[config.mk]
export PLATFORM = sky130hd
export DESIGN_NAME = masked_row_reduce_core_flat
export DESIGN_NICKNAME = d
export VERILOG_FILES = /design/src/sv/mrr_pkg.sv /design/src/sv/mrr_chan_if.sv /design/src/sv/mrr_ctrl.sv /design/src/sv/mrr_dpath.sv /design/src/sv/masked_row_reduce_core.sv /design/src/flat_wrapper.sv
export SDC_FILE = /design/constraint.sdc
export NUM_CORES = 1
export LEC_CHECK = 0
export BUFFER_PORTS_ARGS = -buffer_cell sky130_fd_sc_hd__buf_4
export CAP_MARGIN = 20
export CORE_MARGIN = 5
export CORE_UTILIZATION = 45
export CTS_BUF_LIST = sky130_fd_sc_hd__clkbuf_16
export CTS_CLUSTER_SIZE = 25
export DETAILED_ROUTE_END_ITERATION = 10
export MAX_ROUTING_LAYER = met4
export PLACE_DENSITY = 0.61
export SYNTH_ARGS = -nofsm -noshare
export SYNTH_HDL_FRONTEND = slang
export SYNTH_HIERARCHICAL = 1
export SYNTH_SLANG_ARGS = --single-unit
[constraint.sdc]
create_clock -name clk_i -period 4.75 [get_ports clk_i]
set_clock_uncertainty 0.15 [all_clocks]
set_input_delay 1.1875 -clock clk_i [delete_from_list [all_inputs] [get_ports clk_i]]
set_output_delay 1.1875 -clock clk_i [all_outputs]
set_load 0.05 [all_outputs]
[src/sv/mrr_pkg.sv]
// Package for the masked row reduce block: widths, mode codes and the
// command/status structs shared by the controller and the datapath.
// No dependencies.
package mrr_pkg;

  localparam int SAMPLE_W  = 32;
  localparam int SUM_W     = SAMPLE_W + 10;
  localparam int CNT_W     = 11;
  localparam int OUT_W     = 32;
  localparam int DIV_STEPS = SUM_W;
  localparam int DIV_CNT_W = $clog2(DIV_STEPS);

  localparam logic [CNT_W-1:0] CNT_MAX = {CNT_W{1'b1}};

  typedef enum logic [1:0] {
    MODE_SUM  = 2'd0,
    MODE_MEAN = 2'd1,
    MODE_MIN  = 2'd2,
    MODE_MAX  = 2'd3
  } mode_e;

  // controller -> datapath
  typedef struct packed {
    logic accum;        // fold the current sample into the row state
    logic load_direct;  // write sum/min/max/empty result, clear row state
    logic div_start;    // load divider from row state, clear row state
    logic div_step;     // one quotient bit
    logic load_div;     // write mean result
  } cmd_t;

  // datapath -> controller
  typedef struct packed {
    logic row_empty;
    logic mode_mean;
    logic div_last;
    logic out_free;
  } sts_t;

endpackage

[src/sv/mrr_chan_if.sv]
// Channel interfaces of the masked row reduce block: sample input, result
// output and mode write port. Depends on mrr_pkg.
interface mrr_smp_if;
  logic                              valid;
  logic                              ready;
  logic signed [mrr_pkg::SAMPLE_W-1:0] sample;
  logic                              sample_valid;
  logic                              row_last;

  modport source (output valid, sample, sample_valid, row_last, input ready);
  modport sink   (input valid, sample, sample_valid, row_last, output ready);
endinterface

interface mrr_res_if;
  logic                              valid;
  logic                              ready;
  logic signed [mrr_pkg::OUT_W-1:0]  reduced_value;
  logic                              row_empty;

  modport source (output valid, reduced_value, row_empty, input ready);
  modport sink   (input valid, reduced_value, row_empty, output ready);
endinterface

interface mrr_cfg_if;
  logic       valid;
  logic       ready;
  logic [1:0] reduce_mode;

  modport source (output valid, reduce_mode, input ready);
  modport sink   (input valid, reduce_mode, output ready);
endinterface

[src/sv/mrr_ctrl.sv]
// Controller of the masked row reduce block: sequences sample intake,
// row close, the mean divider and result hand-off. Depends on mrr_pkg.
module mrr_ctrl (
  input  logic          clk_i,
  input  logic          rst_ni,
  input  logic          in_valid_i,
  input  logic          in_last_i,
  output logic          in_ready_o,
  input  mrr_pkg::sts_t sts_i,
  output mrr_pkg::cmd_t cmd_o
);

  typedef enum logic [3:0] {
    ST_ACCUM  = 4'b0001,
    ST_FINISH = 4'b0010,
    ST_DIV    = 4'b0100,
    ST_DONE   = 4'b1000
  } state_e;

  state_e state_q, state_d;

  always_comb begin
    state_d    = state_q;
    in_ready_o = 1'b0;
    cmd_o      = '0;
    unique case (state_q)
      ST_ACCUM: begin
        in_ready_o  = 1'b1;
        cmd_o.accum = in_valid_i;
        if (in_valid_i && in_last_i) begin
          state_d = ST_FINISH;
        end
      end
      ST_FINISH: begin
        if (sts_i.mode_mean && !sts_i.row_empty) begin
          cmd_o.div_start = 1'b1;
          state_d         = ST_DIV;
        end else if (sts_i.out_free) begin
          cmd_o.load_direct = 1'b1;
          state_d           = ST_ACCUM;
        end
      end
      ST_DIV: begin
        cmd_o.div_step = 1'b1;
        if (sts_i.div_last) begin
          state_d = ST_DONE;
        end
      end
      ST_DONE: begin
        if (sts_i.out_free) begin
          cmd_o.load_div = 1'b1;
          state_d        = ST_ACCUM;
        end
      end
      default: begin
        state_d = ST_ACCUM;
      end
    endcase
  end

  always_ff @(posedge clk_i or negedge rst_ni) begin
    if (!rst_ni) begin
      state_q <= ST_ACCUM;
    end else begin
      state_q <= state_d;
    end
  end

  a_no_overwrite: assert property (@(posedge clk_i) disable iff (!rst_ni)
    (cmd_o.load_direct || cmd_o.load_div) |-> sts_i.out_free)
    else $error("result written while previous one pending");

  a_div_exit: assert property (@(posedge clk_i) disable iff (!rst_ni)
    (state_q == ST_DIV) |=> (state_q == ST_DIV || state_q == ST_DONE))
    else $error("divider left early");

endmodule

[src/sv/mrr_dpath.sv]
// Datapath of the masked row reduce block: row state, mode register,
// bit-serial mean divider and output register. Depends on mrr_pkg.
module mrr_dpath (
  input  logic                                 clk_i,
  input  logic                                 rst_ni,
  input  mrr_pkg::cmd_t                        cmd_i,
  output mrr_pkg::sts_t                        sts_o,
  input  logic signed [mrr_pkg::SAMPLE_W-1:0]  sample_i,
  input  logic                                 sample_valid_i,
  input  logic                                 cfg_valid_i,
  input  logic [1:0]                           cfg_mode_i,
  output logic                                 out_valid_o,
  input  logic                                 out_ready_i,
  output logic signed [mrr_pkg::OUT_W-1:0]     out_value_o,
  output logic                                 out_empty_o
);

  localparam int SW = mrr_pkg::SUM_W;
  localparam int PW = mrr_pkg::SAMPLE_W;
  localparam int OW = mrr_pkg::OUT_W;
  localparam int CW = mrr_pkg::CNT_W;

  localparam logic signed [PW-1:0] SMP_MAX = {1'b0, {(PW-1){1'b1}}};
  localparam logic signed [PW-1:0] SMP_MIN = {1'b1, {(PW-1){1'b0}}};
  localparam logic signed [SW-1:0] SUM_MAX = {1'b0, {(SW-1){1'b1}}};
  localparam logic signed [SW-1:0] SUM_MIN = {1'b1, {(SW-1){1'b0}}};
  localparam logic signed [SW:0]   OUT_HI  = {{(SW+2-OW){1'b0}}, {(OW-1){1'b1}}};
  localparam logic signed [SW:0]   OUT_LO  = {{(SW+2-OW){1'b1}}, {(OW-1){1'b0}}};

  function automatic logic signed [OW-1:0] clamp_out(input logic signed [SW:0] v);
    logic signed [OW-1:0] r;
    if (v > OUT_HI) begin
      r = OUT_HI[OW-1:0];
    end else if (v < OUT_LO) begin
      r = OUT_LO[OW-1:0];
    end else begin
      r = v[OW-1:0];
    end
    return r;
  endfunction

  mrr_pkg::mode_e mode_q;

  logic signed [SW-1:0] sum_q, sum_d;
  logic [CW-1:0]        cnt_q, cnt_d;
  logic signed [PW-1:0] min_q, min_d, max_q, max_d;

  logic [SW-1:0]                  dvd_q, dvd_d;
  logic [CW:0]                    rem_q, rem_d;
  logic [CW-1:0]                  dsr_q;
  logic                           neg_q;
  logic [mrr_pkg::DIV_CNT_W-1:0]  step_q;

  logic                  out_valid_q;
  logic signed [OW-1:0]  out_value_q;
  logic                  out_empty_q;

  logic signed [SW:0] sum_wide;
  logic signed [SW:0] quo_signed;
  logic [SW-1:0]      sum_mag;
  logic [CW:0]        trial;
  logic               take;
  logic               clear_row;
  logic signed [OW-1:0] direct_val;

  // Mode register; the user must write it only while idle, the block does not enforce this
  always_ff @(posedge clk_i or negedge rst_ni) begin
    if (!rst_ni) begin
      mode_q <= mrr_pkg::MODE_SUM;
    end else if (cfg_valid_i) begin
      mode_q <= mrr_pkg::mode_e'(cfg_mode_i);
    end
  end

  // Row state update with saturating sum and count
  assign sum_wide = {sum_q[SW-1], sum_q} + {{(SW+1-PW){sample_i[PW-1]}}, sample_i};
  assign clear_row = cmd_i.load_direct || cmd_i.div_start;

  always_comb begin
    sum_d = sum_q;
    cnt_d = cnt_q;
    min_d = min_q;
    max_d = max_q;
    if (clear_row) begin
      sum_d = '0;
      cnt_d = '0;
      min_d = SMP_MAX;
      max_d = SMP_MIN;
    end else if (cmd_i.accum && sample_valid_i) begin
      if (sum_wide[SW] != sum_wide[SW-1]) begin
        sum_d = sum_wide[SW] ? SUM_MIN : SUM_MAX;
      end else begin
        sum_d = sum_wide[SW-1:0];
      end
      if (cnt_q != mrr_pkg::CNT_MAX) begin
        cnt_d = cnt_q + 1'b1;
      end
      if (sample_i < min_q) begin
        min_d = sample_i;
      end
      if (sample_i > max_q) begin
        max_d = sample_i;
      end
    end
  end

  always_ff @(posedge clk_i or negedge rst_ni) begin
    if (!rst_ni) begin
      sum_q <= '0;
      cnt_q <= '0;
      min_q <= SMP_MAX;
      max_q <= SMP_MIN;
    end else begin
      sum_q <= sum_d;
      cnt_q <= cnt_d;
      min_q <= min_d;
      max_q <= max_d;
    end
  end

  // Restoring divider on magnitudes, one quotient bit per cycle
  assign sum_mag = sum_q[SW-1] ? SW'(-sum_q) : SW'(sum_q);
  assign trial   = {rem_q[CW-1:0], dvd_q[SW-1]};
  assign take    = trial >= {1'b0, dsr_q};

  always_comb begin
    dvd_d = dvd_q;
    rem_d = rem_q;
    if (cmd_i.div_start) begin
      dvd_d = sum_mag;
      rem_d = '0;
    end else if (cmd_i.div_step) begin
      dvd_d = {dvd_q[SW-2:0], take};
      rem_d = take ? (trial - {1'b0, dsr_q}) : trial;
    end
  end

  always_ff @(posedge clk_i) begin
    dvd_q <= dvd_d;
    rem_q <= rem_d;
    if (cmd_i.div_start) begin
      dsr_q <= cnt_q;
      neg_q <= sum_q[SW-1];
    end
  end

  always_ff @(posedge clk_i or negedge rst_ni) begin
    if (!rst_ni) begin
      step_q <= '0;
    end else if (cmd_i.div_start) begin
      step_q <= '0;
    end else if (cmd_i.div_step) begin
      step_q <= step_q + 1'b1;
    end
  end

  assign quo_signed = neg_q ? -$signed({1'b0, dvd_q}) : $signed({1'b0, dvd_q});

  // Result select for everything but the mean
  always_comb begin
    case (mode_q)
      mrr_pkg::MODE_MIN: direct_val = min_q;
      mrr_pkg::MODE_MAX: direct_val = max_q;
      default:           direct_val = clamp_out({sum_q[SW-1], sum_q});
    endcase
    if (cnt_q == '0) begin
      direct_val = '0;
    end
  end

  // Output register: hold until transferred
  always_ff @(posedge clk_i or negedge rst_ni) begin
    if (!rst_ni) begin
      out_valid_q <= 1'b0;
    end else if (cmd_i.load_direct || cmd_i.load_div) begin
      out_valid_q <= 1'b1;
    end else if (out_ready_i) begin
      out_valid_q <= 1'b0;
    end
  end

  always_ff @(posedge clk_i) begin
    if (cmd_i.load_direct) begin
      out_value_q <= direct_val;
      out_empty_q <= (cnt_q == '0);
    end else if (cmd_i.load_div) begin
      out_value_q <= clamp_out(quo_signed);
      out_empty_q <= 1'b0;
    end
  end

  assign out_valid_o = out_valid_q;
  assign out_value_o = out_value_q;
  assign out_empty_o = out_empty_q;

  assign sts_o.row_empty = (cnt_q == '0);
  assign sts_o.mode_mean = (mode_q == mrr_pkg::MODE_MEAN);
  assign sts_o.div_last  = (step_q == mrr_pkg::DIV_CNT_W'(mrr_pkg::DIV_STEPS - 1));
  assign sts_o.out_free  = !out_valid_q || out_ready_i;

  a_out_hold: assert property (@(posedge clk_i) disable iff (!rst_ni)
    (out_valid_q && !out_ready_i) |=> out_valid_q)
    else $error("pending result dropped");

  a_min_le_max: assert property (@(posedge clk_i) disable iff (!rst_ni)
    (cnt_q != '0) |-> (min_q <= max_q))
    else $error("row minimum above maximum");

  a_empty_sum: assert property (@(posedge clk_i) disable iff (!rst_ni)
    (cnt_q == '0) |-> (sum_q == '0 && min_q == SMP_MAX && max_q == SMP_MIN))
    else $error("row state not clear with zero count");

endmodule

[src/sv/masked_row_reduce_core.sv]
// Top level of the masked row reduce block: masked sum, mean, min or
// max of a row of Q16.16 samples. Depends on mrr_pkg, the channel
// interfaces, mrr_ctrl and mrr_dpath.
//
// Usage:
//   smp_i  - sample channel; one transfer per row element, row_last marks the
//            final one. Elements with sample_valid low are skipped.
//   res_o  - one result transfer per row: reduced_value, or row_empty set with
//            a zero value when the row held no valid sample.
//   cfg_i  - mode write (0 sum, 1 mean, 2 min, 3 max); always ready, write it
//            only while no row is open or result outstanding.
// Throughput: one sample per cycle inside a row. After the row_last transfer
// the sample channel stays not ready through the close state (sum/min/max)
// or, for mean, through the close state, the divider steps (one quotient bit
// per cycle over the 42-bit sum) and the write state; each result write waits
// for the output register to be free. The result leaves through the output
// register, which the close or write state loads.
// A stalled receiver holds the result in the output register; samples of the
// next row keep flowing, and only its result write waits for the register to free.
// Reset clears the mode to sum, empties the row state and drops any result.
module masked_row_reduce_core (
  input  logic      clk_i,
  input  logic      rst_ni,
  mrr_smp_if.sink   smp_i,
  mrr_res_if.source res_o,
  mrr_cfg_if.sink   cfg_i
);

  mrr_pkg::cmd_t cmd;
  mrr_pkg::sts_t sts;

  // Mode register takes every write at once
  assign cfg_i.ready = 1'b1;

  mrr_ctrl u_ctrl (
    .clk_i      (clk_i),
    .rst_ni     (rst_ni),
    .in_valid_i (smp_i.valid),
    .in_last_i  (smp_i.row_last),
    .in_ready_o (smp_i.ready),
    .sts_i      (sts),
    .cmd_o      (cmd)
  );

  mrr_dpath u_dpath (
    .clk_i          (clk_i),
    .rst_ni         (rst_ni),
    .cmd_i          (cmd),
    .sts_o          (sts),
    .sample_i       (smp_i.sample),
    .sample_valid_i (smp_i.sample_valid),
    .cfg_valid_i    (cfg_i.valid),
    .cfg_mode_i     (cfg_i.reduce_mode),
    .out_valid_o    (res_o.valid),
    .out_ready_i    (res_o.ready),
    .out_value_o    (res_o.reduced_value),
    .out_empty_o    (res_o.row_empty)
  );

endmodule
[src/flat_wrapper.sv]
// flat-port wrapper written by rule: the top's interface ports become plain ports
module masked_row_reduce_core_flat 
  (clk_i, rst_ni, smp_i_valid, smp_i_sample, smp_i_sample_valid, smp_i_row_last, smp_i_ready, res_o_valid, res_o_reduced_value, res_o_row_empty, res_o_ready, cfg_i_valid, cfg_i_reduce_mode, cfg_i_ready);
  mrr_smp_if smp_i_i ();
  mrr_res_if res_o_i ();
  mrr_cfg_if cfg_i_i ();
  input  logic clk_i;
  input  logic rst_ni;
  input wire logic [$bits(smp_i_i.valid)-1:0] smp_i_valid;
  input wire logic [$bits(smp_i_i.sample)-1:0] smp_i_sample;
  input wire logic [$bits(smp_i_i.sample_valid)-1:0] smp_i_sample_valid;
  input wire logic [$bits(smp_i_i.row_last)-1:0] smp_i_row_last;
  output wire logic [$bits(smp_i_i.ready)-1:0] smp_i_ready;
  output wire logic [$bits(res_o_i.valid)-1:0] res_o_valid;
  output wire logic [$bits(res_o_i.reduced_value)-1:0] res_o_reduced_value;
  output wire logic [$bits(res_o_i.row_empty)-1:0] res_o_row_empty;
  input wire logic [$bits(res_o_i.ready)-1:0] res_o_ready;
  input wire logic [$bits(cfg_i_i.valid)-1:0] cfg_i_valid;
  input wire logic [$bits(cfg_i_i.reduce_mode)-1:0] cfg_i_reduce_mode;
  output wire logic [$bits(cfg_i_i.ready)-1:0] cfg_i_ready;
  assign smp_i_i.valid = smp_i_valid;
  assign smp_i_i.sample = smp_i_sample;
  assign smp_i_i.sample_valid = smp_i_sample_valid;
  assign smp_i_i.row_last = smp_i_row_last;
  assign smp_i_ready = smp_i_i.ready;
  assign res_o_valid = res_o_i.valid;
  assign res_o_reduced_value = res_o_i.reduced_value;
  assign res_o_row_empty = res_o_i.row_empty;
  assign res_o_i.ready = res_o_ready;
  assign cfg_i_i.valid = cfg_i_valid;
  assign cfg_i_i.reduce_mode = cfg_i_reduce_mode;
  assign cfg_i_ready = cfg_i_i.ready;
  masked_row_reduce_core u_core (.clk_i(clk_i), .rst_ni(rst_ni), .smp_i(smp_i_i), .res_o(res_o_i), .cfg_i(cfg_i_i));
endmodule
==> impl_metrics.py <==
metrics = {
    "cts": {
        "cts_tree": "yes",
        "clock-sinks": 228,
        "worst_skew_pair.late_latency_ns": 0.57,
        "clockBufferDepth": 3,
        "post_cts_resized": 0,
        "ctsHtreeMaxLevel": 1,
        "clk_pin_slew_ns": 0.06,
        "clock-root-buffer": "clkbuf_16",
        "cts_buffers": 27,
        "post_cts.repair.setup_buffers": 0,
        "cts_hold_buf": 0,
    },
    "timing": {
        "setup_viol": 0,
        "holdWs_ns": 0.327,
        "rsz0062_at_grt": "false",
        "period_share_pct": 89.1,
        "finalWorstSetupSlack_ns": 0.518,
        "hold_viol": 0,
        "max_freq_mhz": 236,
        "slew_violations": 0,
        "fin_crit_ns": 4.23,
        "worst_pin_slew_ns": 0.946,
        "setup_tns_ns": 0,
        "slew_headroom_pct": 37.0,
    },
    "critical_path": {
        "r2r-start": "u_core/u_dpath/dvd_q[28]$_DFFE_PP_",
        "critPathRequiredTime_ns": 4.97,
        "r2r_cells": 10,
        "crit_path_start": "u_core/u_dpath/dvd_q[28]$_DFFE_PP_",
        "cp-end-kind": "flip-flop",
        "cp-start-kind": "flip-flop",
        "crit_arrival_ns": 4.45,
        "cp_max_fo": 17,
        "critPathKind": "flip-flop to flip-flop",
        "ff2ff_setup_slack_ns": 0.52,
    },
    "floorplan": {
        "dieArea_um2": 41300,
        "core_um2": 36700,
        "io_pins": 77,
        "start_util_pct": 45.8,
        "rows": 70,
        "dieWidth_um": 203,
        "die_h_um": 203,
    },
    "place": {
        "gp_congestion": 0.954,
        "pre_cts_slack_ns": 0.0220,
        "postPlaceCellArea_um2": 17900,
        "hpwl_mm": 39.1,
        "io_buffers": 75,
    },
    "synthesis": {
        "yosysSeqAreaShare_pct": 36.5,
        "ys_ff_latch": 228,
        "syn_area_um2": 16800,
        "yosysTopAreaCell": "edfxtp_1",
        "syn_area_per_cell_um2": 8.68,
        "synthTopCellsByArea": "edfxtp_1 (16%), dfrtp_1 (14%), ha_1 (9.1%)",
        "synth_fp_nets": 2101,
        "synth_edf_count": 87,
        "ys.flop_type": "dfrtp_1",
        "synth_top_area_share_pct": 15.6,
        "ys_types": 81,
        "syn_inst": 1936,
        "yosysWarnings": 6,
        "async_flop_share_pct": 57.0,
    },
    "pwr": {
        "power_density_nw_per_um2": 537,
        "power_leakage_uw": 0.00780,
        "power_uw": 10100,
        "peakVddDrop_uv": 357,
    },
    "cells_and_area": {
        "final_area_um2": 18900,
        "final_nets": 2134,
        "diodes": 0,
        "drive_above_1_share_pct": 13.5,
        "synthToLayoutAreaGrowth_pct": 12.3,
    },
    "job": {
        "max_cap_viol_count": 0,
    },
    "drt": {
        "drc": 0,
        "drtIter0Drc": 1132,
        "ant_nets": 0,
        "wire_per_inst_um": 21.3,
        "vias_per_cell": 6.12,
        "dr.pass1.iters": 5,
        "vias": 15000,
        "wl_mm": 52.3,
    },
    "hold_path": {
        "hold_path_class": "flip-flop to flip-flop",
        "hold_path_depth": 2,
        "worstHoldStart": "u_core/u_dpath/rem_q[10]$_SDFFE_PP0P_",
    },
    "global_routing": {
        "grt_max_degree": 85,
        "grt_overflow": 0,
        "grt_pass1_vias": 14300,
        "grt_antenna_before_repair": 0,
        "grt_usage_pct": 25.3,
        "grt_pass1_wl_mm": 81.6,
    },
    "run_status": {
        "status": "completed",
    },
}
layout make-up:
type / instances / area [um2]
fill: 3472 / 17800
multi-input combinational: 1494 / 9920
sequential: 228 / 6130
timing repair buffer: 117 / 957
clock buffer: 27 / 676
tap: 468 / 586
inverter: 101 / 379
clock inverter: 23 / 221
synthesized netlist by cell type, types with 4 or more instances:
cell / number
o211ai_1: 38
o311ai_0: 4
a21oi_1: 172
a211oi_1: 19
o221ai_2: 29
nand2b_1: 18
o31ai_1: 18
nor2b_1: 17
o41ai_1: 18
buf_1: 9
o31a_1: 8
or3_1: 16
ha_1: 122
and3_1: 12
a21boi_0: 4
clkbuf_1: 95
o21a_1: 7
mux2i_1: 10
xor2_1: 80
o2111ai_1: 5
or4_1: 11
xnor2_1: 49
o22ai_1: 4
buf_4: 5
nor4_1: 12
dfrtp_1: 97
nand4b_1: 5
nor3_1: 55
nand3_1: 62
nand4_1: 27
a21o_1: 30
inv_1: 100
dfxtp_1: 11
or2_2: 8
a31oi_1: 46
and2_1: 11
edfxtp_1: 87
nand2_1: 196
nor3b_1: 4
o21ai_0: 144
mux2_2: 12
dfstp_2: 33
a221oi_1: 5
nor2_1: 158
layer usage:
metal | global-route usage [%] | vias to the layer above | wire length, um
met2 | 38.6 | 555 | 23500
met1 | 35.9 | 7203 | 23500
met3 | 3.05 | 104 | 3660
met5 | - | - | 0
met4 | 6.84 | 0 | 1710
li1 | - | 7169 | -
sequential cells by signal, summed over array words and instances (netlist names), 11 cells and up:
| register | flops |
|---|---|
| u_core/u_dpath/out_value_o | 32 |
| u_core/u_dpath/min_q | 32 |
| u_core/u_dpath/max_q | 32 |
| u_core/u_dpath/sum_q | 42 |
| u_core/u_dpath/dsr_q | 11 |
| u_core/u_dpath/cnt_q | 11 |
| u_core/u_dpath/rem_q | 11 |
| u_core/u_dpath/dvd_q | 42 |
cell families after synthesis:
kind of cell	after synthesis	synth area share (%)
and+or+nand+nor	632	18.1
AOI/OAI and AO/OA	586	23.0
DFF	228	36.5
buffers and inverters	214	5.00
xor gates and xnor gates	129	6.73
adders and majority gates	124	9.33
muxes	22	1.40
other	1	0.0223
per-stage QoR:
step | util [%] | std cells
after detailed placement | 48.9 | 2407
after global placement | 48.9 | 2407
after global routing | 51.4 | 2458
final | 51.4 | 2458
after floorplan | - | 1936
after CTS | 51.4 | 2457
cells in the final DEF (no fill, tap or decap), drive strengths merged, types with 15 or more instances in the layout:
| cell type | netlist | layout |
|---|---|---|
| nand2 | 197 | 197 |
| a21oi | 172 | 172 |
| nor2 | 158 | 158 |
| o21ai | 148 | 148 |
| ha | 122 | 122 |
| buf | 18 | 117 |
| inv | 100 | 104 |
| dfrtp | 97 | 97 |
| edfxtp | 87 | 87 |
| xor2 | 80 | 80 |
| nand3 | 62 | 62 |
| nor3 | 55 | 55 |
| xnor2 | 49 | 49 |
| a31oi | 46 | 46 |
| o211ai | 38 | 38 |
| dfstp | 33 | 33 |
| o221ai | 31 | 31 |
| a21o | 30 | 30 |
| clkbuf | 95 | 27 |
| nand4 | 27 | 27 |
| a211oi | 19 | 19 |
| o41ai | 18 | 18 |
| nand2b | 18 | 18 |
| o31ai | 18 | 18 |
| nor2b | 17 | 17 |
| or3 | 16 | 16 |
| clkinv | 1 | 16 |
| nor4 | 15 | 15 |
final timing paths:
path	endpoint
min in group asynchronous	u_core/u_dpath/sum_q[33]$_DFFE_PN0P_
hold reg to reg	u_core/u_dpath/rem_q[10]$_SDFFE_PP0P_
max in group asynchronous	u_core/u_dpath/max_q[31]$_DFFE_PN1P_
hold / removal	u_core/u_dpath/rem_q[10]$_SDFFE_PP0P_
setup reg to reg	u_core/u_dpath/out_value_o[22]$_DFFE_PP_
setup / recovery	u_core/u_dpath/out_value_o[22]$_DFFE_PP_
report_power, final:
group	internal [uW]	leakage [uW]	switching, uW	total, uW
clock	1250	0.000464	872	2130
sequential	2580	0.00248	654	3230
combinational	1870	0.00486	2900	4770
worst max-delay path, stage by stage (launching register included):
cell and delay [ns]:
edfxtp_1 0.46, or4_4 0.57, or3_1 0.47, nor4_4 0.33, nand2_2 0.11, and3_1 0.19, or4_4 0.51, nor4_2 0.41
a31oi_4 0.22, buf_4 0.30, o221ai_2 0.28
Power figures use the tool's default switching activity.
